**src/design/url_percent_decoder_macros.svh**
```systemverilog
// Assertion macros shared by the URL percent decoder RTL.
// Included by the modules that carry concurrent assertions; no other dependencies.
`ifndef URL_PERCENT_DECODER_MACROS_SVH
`define URL_PERCENT_DECODER_MACROS_SVH

`ifndef SYNTHESIS

`define UPD_ASSERT_IMP(label, clk, rst_n, ante, cons, msg) \
    label: assert property (@(posedge clk) disable iff (!rst_n) (ante) |-> (cons)) \
        else $error(msg);

`define UPD_ASSERT_NEXT(label, clk, rst_n, ante, cons, msg) \
    label: assert property (@(posedge clk) disable iff (!rst_n) (ante) |=> (cons)) \
        else $error(msg);

`else

`define UPD_ASSERT_IMP(label, clk, rst_n, ante, cons, msg)

`define UPD_ASSERT_NEXT(label, clk, rst_n, ante, cons, msg)

`endif

`endif

```
**src/design/upd_pkg.sv**
```systemverilog
// Shared types, character constants and hex helpers for the URL percent decoder.
// No dependencies; imported by every module of the decoder.
package upd_pkg;

    localparam logic [7:0] CH_PERCENT = 8'h25;
    localparam logic [7:0] CH_PLUS    = 8'h2B;
    localparam logic [7:0] CH_SPACE   = 8'h20;

    localparam int CMD_BYTES = 3;

    // One decoded step: up to three output bytes, the first in data[0].
    typedef struct packed {
        logic [CMD_BYTES-1:0][7:0] data;
        logic [1:0]                count;
        logic                      last;
    } cmd_t;

    function automatic logic is_hex(input logic [7:0] c);
        logic r;
        r = ((c >= 8'h30) && (c <= 8'h39)) ||
            ((c >= 8'h41) && (c <= 8'h46)) ||
            ((c >= 8'h61) && (c <= 8'h66));
        return r;
    endfunction

    function automatic logic [3:0] hex_val(input logic [7:0] c);
        logic [7:0] v;
        v = 8'h00;
        if ((c >= 8'h30) && (c <= 8'h39)) begin
            v = c - 8'h30;
        end
        else if ((c >= 8'h41) && (c <= 8'h46)) begin
            v = c - 8'h37;
        end
        else if ((c >= 8'h61) && (c <= 8'h66)) begin
            v = c - 8'h57;
        end
        return v[3:0];
    endfunction

endpackage

```
**src/design/url_percent_decoder.sv**
```systemverilog
// Top level of the URL percent decoder: front end, command queue and output sequencer.
// Depends on upd_pkg, upd_front, upd_fifo and upd_back.
//
// The decoder takes one byte of URL form text per beat and sustains one beat per cycle
// in both directions unless the queue is full or m_axis_tready is low: "%XY" with hex
// digits of either case becomes one byte, '+' becomes a space, and other bytes pass
// through. A beat that breaks an open escape produces up to three output beats, which
// leave the output register one per cycle while m_axis_tready is high; the command
// queue between front end and sequencer absorbs these bursts, and input stalls only
// once it is full. An escape still open on the tlast beat is flushed literally, with
// tlast on the final output beat. A decoded byte is written to the command queue when
// the beat that completes it is accepted, and goes out through the output register.
module url_percent_decoder
    import upd_pkg::*;
#(
    parameter int FIFO_DEPTH = 4
)
(
    input  logic       clk,
    input  logic       rst_n,
    input  logic       s_axis_tvalid,
    output logic       s_axis_tready,
    input  logic [7:0] s_axis_tdata,   // [7:0] in_byte
    input  logic       s_axis_tlast,
    output logic       m_axis_tvalid,
    input  logic       m_axis_tready,
    output logic [7:0] m_axis_tdata,   // [7:0] out_byte
    output logic       m_axis_tlast
);

    logic q_full;
    logic push;
    cmd_t push_cmd;
    logic pop;
    logic head_valid;
    cmd_t head_cmd;

    upd_front u_front (
        .clk      (clk),
        .rst_n    (rst_n),
        .in_valid (s_axis_tvalid),
        .in_ready (s_axis_tready),
        .in_byte  (s_axis_tdata),
        .in_last  (s_axis_tlast),
        .q_full   (q_full),
        .push     (push),
        .cmd      (push_cmd)
    );

    upd_fifo #(
        .DEPTH (FIFO_DEPTH)
    ) u_fifo (
        .clk        (clk),
        .rst_n      (rst_n),
        .push       (push),
        .push_cmd   (push_cmd),
        .full       (q_full),
        .pop        (pop),
        .head_valid (head_valid),
        .head_cmd   (head_cmd)
    );

    upd_back u_back (
        .clk        (clk),
        .rst_n      (rst_n),
        .head_valid (head_valid),
        .head_cmd   (head_cmd),
        .pop        (pop),
        .out_valid  (m_axis_tvalid),
        .out_ready  (m_axis_tready),
        .out_byte   (m_axis_tdata),
        .out_last   (m_axis_tlast)
    );

endmodule

```
**src/design/upd_front.sv**
```systemverilog
// Front end of the URL percent decoder: accepts input beats, tracks an open escape
// and turns each beat into a command of zero to three output bytes. Uses upd_pkg.
`include "url_percent_decoder_macros.svh"

module upd_front
    import upd_pkg::*;
(
    input  logic       clk,
    input  logic       rst_n,
    input  logic       in_valid,
    output logic       in_ready,
    input  logic [7:0] in_byte,
    input  logic       in_last,
    input  logic       q_full,
    output logic       push,
    output cmd_t       cmd
);

    typedef enum logic [1:0] {
        PEND_NONE  = 2'd0,
        PEND_PCT   = 2'd1,
        PEND_DIGIT = 2'd2
    } pend_t;

    pend_t      state_reg;
    pend_t      state_next;
    logic [7:0] digit_reg;
    logic [7:0] digit_next;

    logic       accept;
    logic       run_idle;
    logic [1:0] pre_count;
    logic [7:0] pre0;
    logic [7:0] pre1;
    logic [7:0] idle_byte;
    logic       idle_hold;

    assign in_ready  = !q_full;
    assign accept    = in_valid && in_ready;
    assign idle_byte = (in_byte == CH_PLUS) ? CH_SPACE : in_byte;
    assign idle_hold = (in_byte == CH_PERCENT) && !in_last;

    always_comb
    begin
        state_next = state_reg;
        digit_next = digit_reg;
        cmd        = '0;
        cmd.last   = in_last;
        run_idle   = 1'b0;
        pre_count  = 2'd0;
        pre0       = 8'h00;
        pre1       = 8'h00;

        unique case (state_reg)
            PEND_PCT:
            begin
                if (is_hex(in_byte)) begin
                    if (in_last) begin
                        cmd.data[0] = CH_PERCENT;
                        cmd.data[1] = in_byte;
                        cmd.count   = 2'd2;
                        state_next  = PEND_NONE;
                    end
                    else begin
                        digit_next = in_byte;
                        state_next = PEND_DIGIT;
                    end
                end
                else begin
                    pre0      = CH_PERCENT;
                    pre_count = 2'd1;
                    run_idle  = 1'b1;
                end
            end
            PEND_DIGIT:
            begin
                if (is_hex(in_byte)) begin
                    cmd.data[0] = {hex_val(digit_reg), hex_val(in_byte)};
                    cmd.count   = 2'd1;
                    state_next  = PEND_NONE;
                end
                else begin
                    pre0      = CH_PERCENT;
                    pre1      = digit_reg;
                    pre_count = 2'd2;
                    run_idle  = 1'b1;
                end
            end
            default:
            begin
                run_idle = 1'b1;
            end
        endcase

        if (run_idle) begin
            cmd.data[0] = pre0;
            cmd.data[1] = pre1;
            if (idle_hold) begin
                state_next = PEND_PCT;
                cmd.count  = pre_count;
            end
            else begin
                state_next = PEND_NONE;
                cmd.count  = pre_count + 2'd1;
                case (pre_count)
                    2'd0:    cmd.data[0] = idle_byte;
                    2'd1:    cmd.data[1] = idle_byte;
                    default: cmd.data[2] = idle_byte;
                endcase
            end
        end
    end

    assign push = accept && (cmd.count != 2'd0);

    always_ff @(posedge clk or negedge rst_n)
    begin
        if (!rst_n) begin
            state_reg <= PEND_NONE;
            digit_reg <= 8'h00;
        end
        else if (accept) begin
            state_reg <= state_next;
            digit_reg <= digit_next;
        end
    end

    // A string always closes with nothing pending and at least one byte queued.
    `UPD_ASSERT_NEXT(a_last_clears, clk, rst_n, accept && in_last, state_reg == PEND_NONE, "escape left open after last beat")
    `UPD_ASSERT_IMP(a_last_pushes, clk, rst_n, accept && in_last, push, "last beat produced no output")
    `UPD_ASSERT_IMP(a_push_room, clk, rst_n, push, !q_full, "push into a full queue")

endmodule

```
**src/design/upd_fifo.sv**
```systemverilog
// Short command queue between the decoder front end and the output sequencer.
// Uses upd_pkg for the command type.
`include "url_percent_decoder_macros.svh"

module upd_fifo
    import upd_pkg::*;
#(
    parameter int DEPTH = 4
)
(
    input  logic clk,
    input  logic rst_n,
    input  logic push,
    input  cmd_t push_cmd,
    output logic full,
    input  logic pop,
    output logic head_valid,
    output cmd_t head_cmd
);

    localparam int PTR_W = (DEPTH > 1) ? $clog2(DEPTH) : 1;
    localparam int CNT_W = $clog2(DEPTH + 1);

    cmd_t             mem_reg [DEPTH];
    logic [PTR_W-1:0] wr_ptr_reg;
    logic [PTR_W-1:0] wr_ptr_next;
    logic [PTR_W-1:0] rd_ptr_reg;
    logic [PTR_W-1:0] rd_ptr_next;
    logic [CNT_W-1:0] count_reg;
    logic [CNT_W-1:0] count_next;
    logic             do_pop;

    assign full       = (count_reg == CNT_W'(DEPTH));
    assign head_valid = (count_reg != '0);
    assign head_cmd   = mem_reg[rd_ptr_reg];
    assign do_pop     = pop && head_valid;

    always_comb
    begin
        wr_ptr_next = wr_ptr_reg;
        rd_ptr_next = rd_ptr_reg;
        count_next  = count_reg;
        if (push) begin
            wr_ptr_next = (wr_ptr_reg == PTR_W'(DEPTH - 1)) ? '0 : wr_ptr_reg + 1'b1;
        end
        if (do_pop) begin
            rd_ptr_next = (rd_ptr_reg == PTR_W'(DEPTH - 1)) ? '0 : rd_ptr_reg + 1'b1;
        end
        if (push && !do_pop) begin
            count_next = count_reg + 1'b1;
        end
        else if (!push && do_pop) begin
            count_next = count_reg - 1'b1;
        end
    end

    always_ff @(posedge clk or negedge rst_n)
    begin
        if (!rst_n) begin
            wr_ptr_reg <= '0;
            rd_ptr_reg <= '0;
            count_reg  <= '0;
        end
        else begin
            wr_ptr_reg <= wr_ptr_next;
            rd_ptr_reg <= rd_ptr_next;
            count_reg  <= count_next;
        end
    end

    always_ff @(posedge clk)
    begin
        if (push) begin
            mem_reg[wr_ptr_reg] <= push_cmd;
        end
    end

    `UPD_ASSERT_IMP(a_count_bound, clk, rst_n, 1'b1, count_reg <= CNT_W'(DEPTH), "queue count overflow")

endmodule

```
**src/design/upd_back.sv**
```systemverilog
// Output sequencer of the URL percent decoder: walks the bytes of the queue head
// into a registered output stage, one beat per cycle unless out_ready stalls it. Uses upd_pkg.
`include "url_percent_decoder_macros.svh"

module upd_back
    import upd_pkg::*;
(
    input  logic       clk,
    input  logic       rst_n,
    input  logic       head_valid,
    input  cmd_t       head_cmd,
    output logic       pop,
    output logic       out_valid,
    input  logic       out_ready,
    output logic [7:0] out_byte,
    output logic       out_last
);

    logic [1:0] idx_reg;
    logic [1:0] idx_next;
    logic       valid_reg;
    logic       valid_next;
    logic [7:0] byte_reg;
    logic       last_reg;

    logic       load_ok;
    logic       emit;
    logic       final_byte;
    logic [7:0] sel_byte;

    assign load_ok    = !valid_reg || out_ready;
    assign emit       = head_valid && load_ok;
    assign final_byte = (idx_reg == (head_cmd.count - 2'd1));
    assign pop        = emit && final_byte;

    always_comb
    begin
        case (idx_reg)
            2'd0:    sel_byte = head_cmd.data[0];
            2'd1:    sel_byte = head_cmd.data[1];
            default: sel_byte = head_cmd.data[2];
        endcase
    end

    always_comb
    begin
        idx_next   = idx_reg;
        valid_next = valid_reg;
        if (emit) begin
            valid_next = 1'b1;
            idx_next   = final_byte ? 2'd0 : idx_reg + 2'd1;
        end
        else if (out_ready) begin
            valid_next = 1'b0;
        end
    end

    always_ff @(posedge clk or negedge rst_n)
    begin
        if (!rst_n) begin
            idx_reg   <= 2'd0;
            valid_reg <= 1'b0;
        end
        else begin
            idx_reg   <= idx_next;
            valid_reg <= valid_next;
        end
    end

    always_ff @(posedge clk)
    begin
        if (emit) begin
            byte_reg <= sel_byte;
            last_reg <= final_byte && head_cmd.last;
        end
    end

    assign out_valid = valid_reg;
    assign out_byte  = byte_reg;
    assign out_last  = last_reg;

    // A command partly sent stays at the head until its last byte goes out.
    `UPD_ASSERT_IMP(a_mid_cmd_head, clk, rst_n, idx_reg != 2'd0, head_valid, "queue head lost mid-command")

endmodule
```
**config.mk**
```make
export PLATFORM = sky130hd
export DESIGN_NAME = url_percent_decoder
export DESIGN_NICKNAME = d
export VERILOG_FILES = /design/src/design/upd_pkg.sv /design/src/design/url_percent_decoder.sv /design/src/design/upd_front.sv /design/src/design/upd_fifo.sv /design/src/design/upd_back.sv
export VERILOG_INCLUDE_DIRS = /design/src /design/src/design
export SDC_FILE = /design/constraint.sdc
export NUM_CORES = 1
export LEC_CHECK = 0
export BUFFER_PORTS_ARGS = -buffer_cell sky130_fd_sc_hd__buf_2
export CAP_MARGIN = 15
export CORE_AREA = 2 2 114 116
export DETAILED_ROUTE_END_ITERATION = 8
export DIE_AREA = 0 0 116 118
export GPL_TIMING_DRIVEN = 0
export PLACE_DENSITY = 0.75
export SLEW_MARGIN = 20
export SYNTH_ARGS = -nofsm -noshare
export SYNTH_HDL_FRONTEND = slang
export SYNTH_SLANG_ARGS = --single-unit
```
**constraint.sdc**
```tcl
create_clock -name clk -period 6.53 [get_ports clk]
set_clock_uncertainty 0.05 [all_clocks]
set_input_delay 0.653 -clock clk [delete_from_list [all_inputs] [get_ports clk]]
set_output_delay 0.653 -clock clk [all_outputs]
set_load 0.1 [all_outputs]
```
==> reports/results.txt <==
status: finished clean
synthesized cell area: 0.006182 sq mm
detailed-route wire length per cell: 20.10 microns
Distinct cells, synth: 53
initial antenna violation count: 0
first-pass GRT wire length: 20020 microns
post_cts resized: 0
Placer Congestion: 0.8638
detailed placement HPWL: 8230 microns
All-Layer GR Usage: 19.83%
Post-synth EDFFs: 117
area grow syn2layout: 16.17%
CTS sink cnt: 137
total power: 0.003287 W
Reg clk slew, reported paths: 0.06 ns
Setup CP Type: input port to flop
Final TNS setup: 0 ns
Die ar.: 0.01369 sq mm
DRT Pass-1 Iters: 5
drt total wl: 12320 microns
pin count of the biggest net entering global routing: 28
number of global-route vias before repair: 3773
crit end category: flop
crit path time final: 4.034 ns
postcts setup bufs: 0
DRC viols: 0
Final setup viols: 0
max-slew violation count: 0
Slew headroom: 28.99%
Final period util: 61.78%
Post-synth top flop: edfxtp_1
VDD IR-drop max: 0.1696 mV
Core Util, Final: 57.85%
Synth Register Bits: 137
Routed Antenna Nets: 0
clk_lat worst skew: 0.41 ns
I/O Buffers: 23
final net count: 462
# rows: 41
actual slew at the worst max-slew pin: 1.062 ns
Critical Path RT: 6.81 ns
die width: 116 microns
CTS Root Cell: clkbuf_16
Avg Inst Size Synth: 16.10 sq um
layout cells sized above 1: 24.72%
drt initial violations: 336
Gate Count Post-Synth: 384
Leakage: 2.577 nW
IO Count: 24
Net Count, Synth: 418
global route overflow: 0
Vias/cell: 5.763
Yosys warnings: 0
Max H-tree Level: 4
final hold vios: 0
placeable core area: 0.01241 sq mm
CTS tree: built
Max-Cap Viols: 0
die height: 118 microns
RSZ-0062 raised after global routing: false
cts hold-fix bufs: 0
CP Max Fanout: 8
n_diodes: 0
Clock Tree Buf Depth: 2
Post-synth ARST share: 14.60%
fmax: 247.9 MHz
max reg flops: 108
P per Cell Area: 457.7 mW/mm^2
crit path DAT: 4.31 ns
Num CTS Buffers: 17
post-synthesis sequential area ratio: 64.93%
vias: 3533
Initial Util: 49.80%
Worst Setup Start Kind: input port
HP Class: input port to async pin
## routing by layer
| metal | wire length [microns] | track usage (%) | vias to the layer above |
|---|---|---|---|
| met5 | 0 | 0 | - |
| met4 | 160 | 6.250 | 0 |
| met3 | 793 | 4.789 | 17 |
| met2 | 6267 | 33.04 | 145 |
| met1 | 5102 | 25.63 | 1780 |
| li1 | - | - | 1591 |
## critical path: stages
cell and delay, ns:
buf_2 0.18, inv_1 0.11, ha_1 0.22, o21bai_1 0.15
a2111o_1 0.29, o21ai_0 0.28, nor2_1 0.25, nand2_1 0.11
ha_1 0.31, a31oi_1 0.08, mux2_4 0.32, a31oi_4 0.22
ha_1 0.22, inv_1 0.06, fa_1 0.37, xor2_1 0.17
nor2_1 0.13, xor2_1 0.17
## Yosys cell counts, drive strengths merged (2+ instances only)
cell	number	share of area [%]
nor4b	3	0.67
a221o	9	1.5
nand3	3	0.24
edfxtp	117	57
mux2	11	2.1
a31oi	5	0.75
ha	20	4.0
nand2	22	1.3
a22o	8	1.1
nor2	13	0.79
nand2b	2	0.20
o21ai	9	0.73
nor2b	11	1.1
o21bai	2	0.24
nor3	2	0.16
clkbuf	9	0.55
xor2	2	0.28
buf	6	0.57
and3	3	0.30
xnor2	7	0.99
mux2i	4	0.71
o22ai	5	0.51
inv	20	1.2
dfrtp	20	8.1
mux4	27	9.8
and2	12	1.2
a21oi	12	0.97
## layout make-up
cell class / instances / area [sq um]
buffer: 15 / 68.82
fill: 983 / 5233
multi-input combinational: 212 / 2033
clock buffer: 19 / 452.9
inverter: 20 / 75.07
tap: 172 / 215.2
clock inverter: 13 / 167.7
timing repair buffer: 25 / 155.1
sequential: 137 / 4014
## cells in the final DEF (no fill, tap or decap), types with 10 or more instances in the layout
cell type,instances
a21oi_1,11
nand2_1,22
nor2_1,13
dfrtp_1,20
inv_1,20
ha_1,20
clkbuf_16,17
buf_2,27
mux4_2,27
nor2b_1,11
edfxtp_1,117
mux2_2,10
## worst paths after layout
path	start	cells after the start	slack, ns	to
setup / recovery	s_axis_tdata[1]	18	2.50	u_fifo.count_reg[2]
hold / removal	rst_n	1	0.15	u_fifo.wr_ptr_reg[1]
setup reg to reg	u_front.state_reg[0]	15	3.09	u_fifo.count_reg[2]
hold reg to reg	u_fifo.count_reg[2]	1	0.48	u_fifo.count_reg[2]
max in group asynchronous	rst_n	1	5.95	u_front.digit_reg[7]
min in group clk	m_axis_tready	2	0.40	u_back.out_valid
## cell families after synthesis
logic type	Yosys count	synth area share [%]
flip-flops	137	64.93
buffers and inverters	35	2.327
AO/OA/AOI/OAI	63	7.651
XOR/XNOR	9	1.275
AND/OR/NAND/NOR	77	6.841
multiplexers	42	12.61
adder cells (fa/ha/maj)	21	4.372
## stage by stage
step | setup slack (ns) | std cells | hold slack [ns] | area (sq um)
after detailed placement | 2.132 | 581 | 0.4696 | 6561
after global routing | 2.081 | 613 | 0.1661 | 7182
after global placement | 1.766 | 579 | 0.4280 | 6513
final | 2.496 | 613 | 0.1494 | 7182
after CTS | 2.561 | 613 | 0.1519 | 7182
after floorplan | 2.738 | 384 | 0.3074 | 6182
## power breakdown
group | leakage [nW] | switching (W) | internal, W
logic | 0.973 | 0.000663 | 0.000381
registers | 1.30 | 0.0000686 | 0.00119
clock network | 0.300 | 0.000359 | 0.000624
total | 2.58 | 0.00109 | 0.00220
Power figures use the tool's default switching activity.
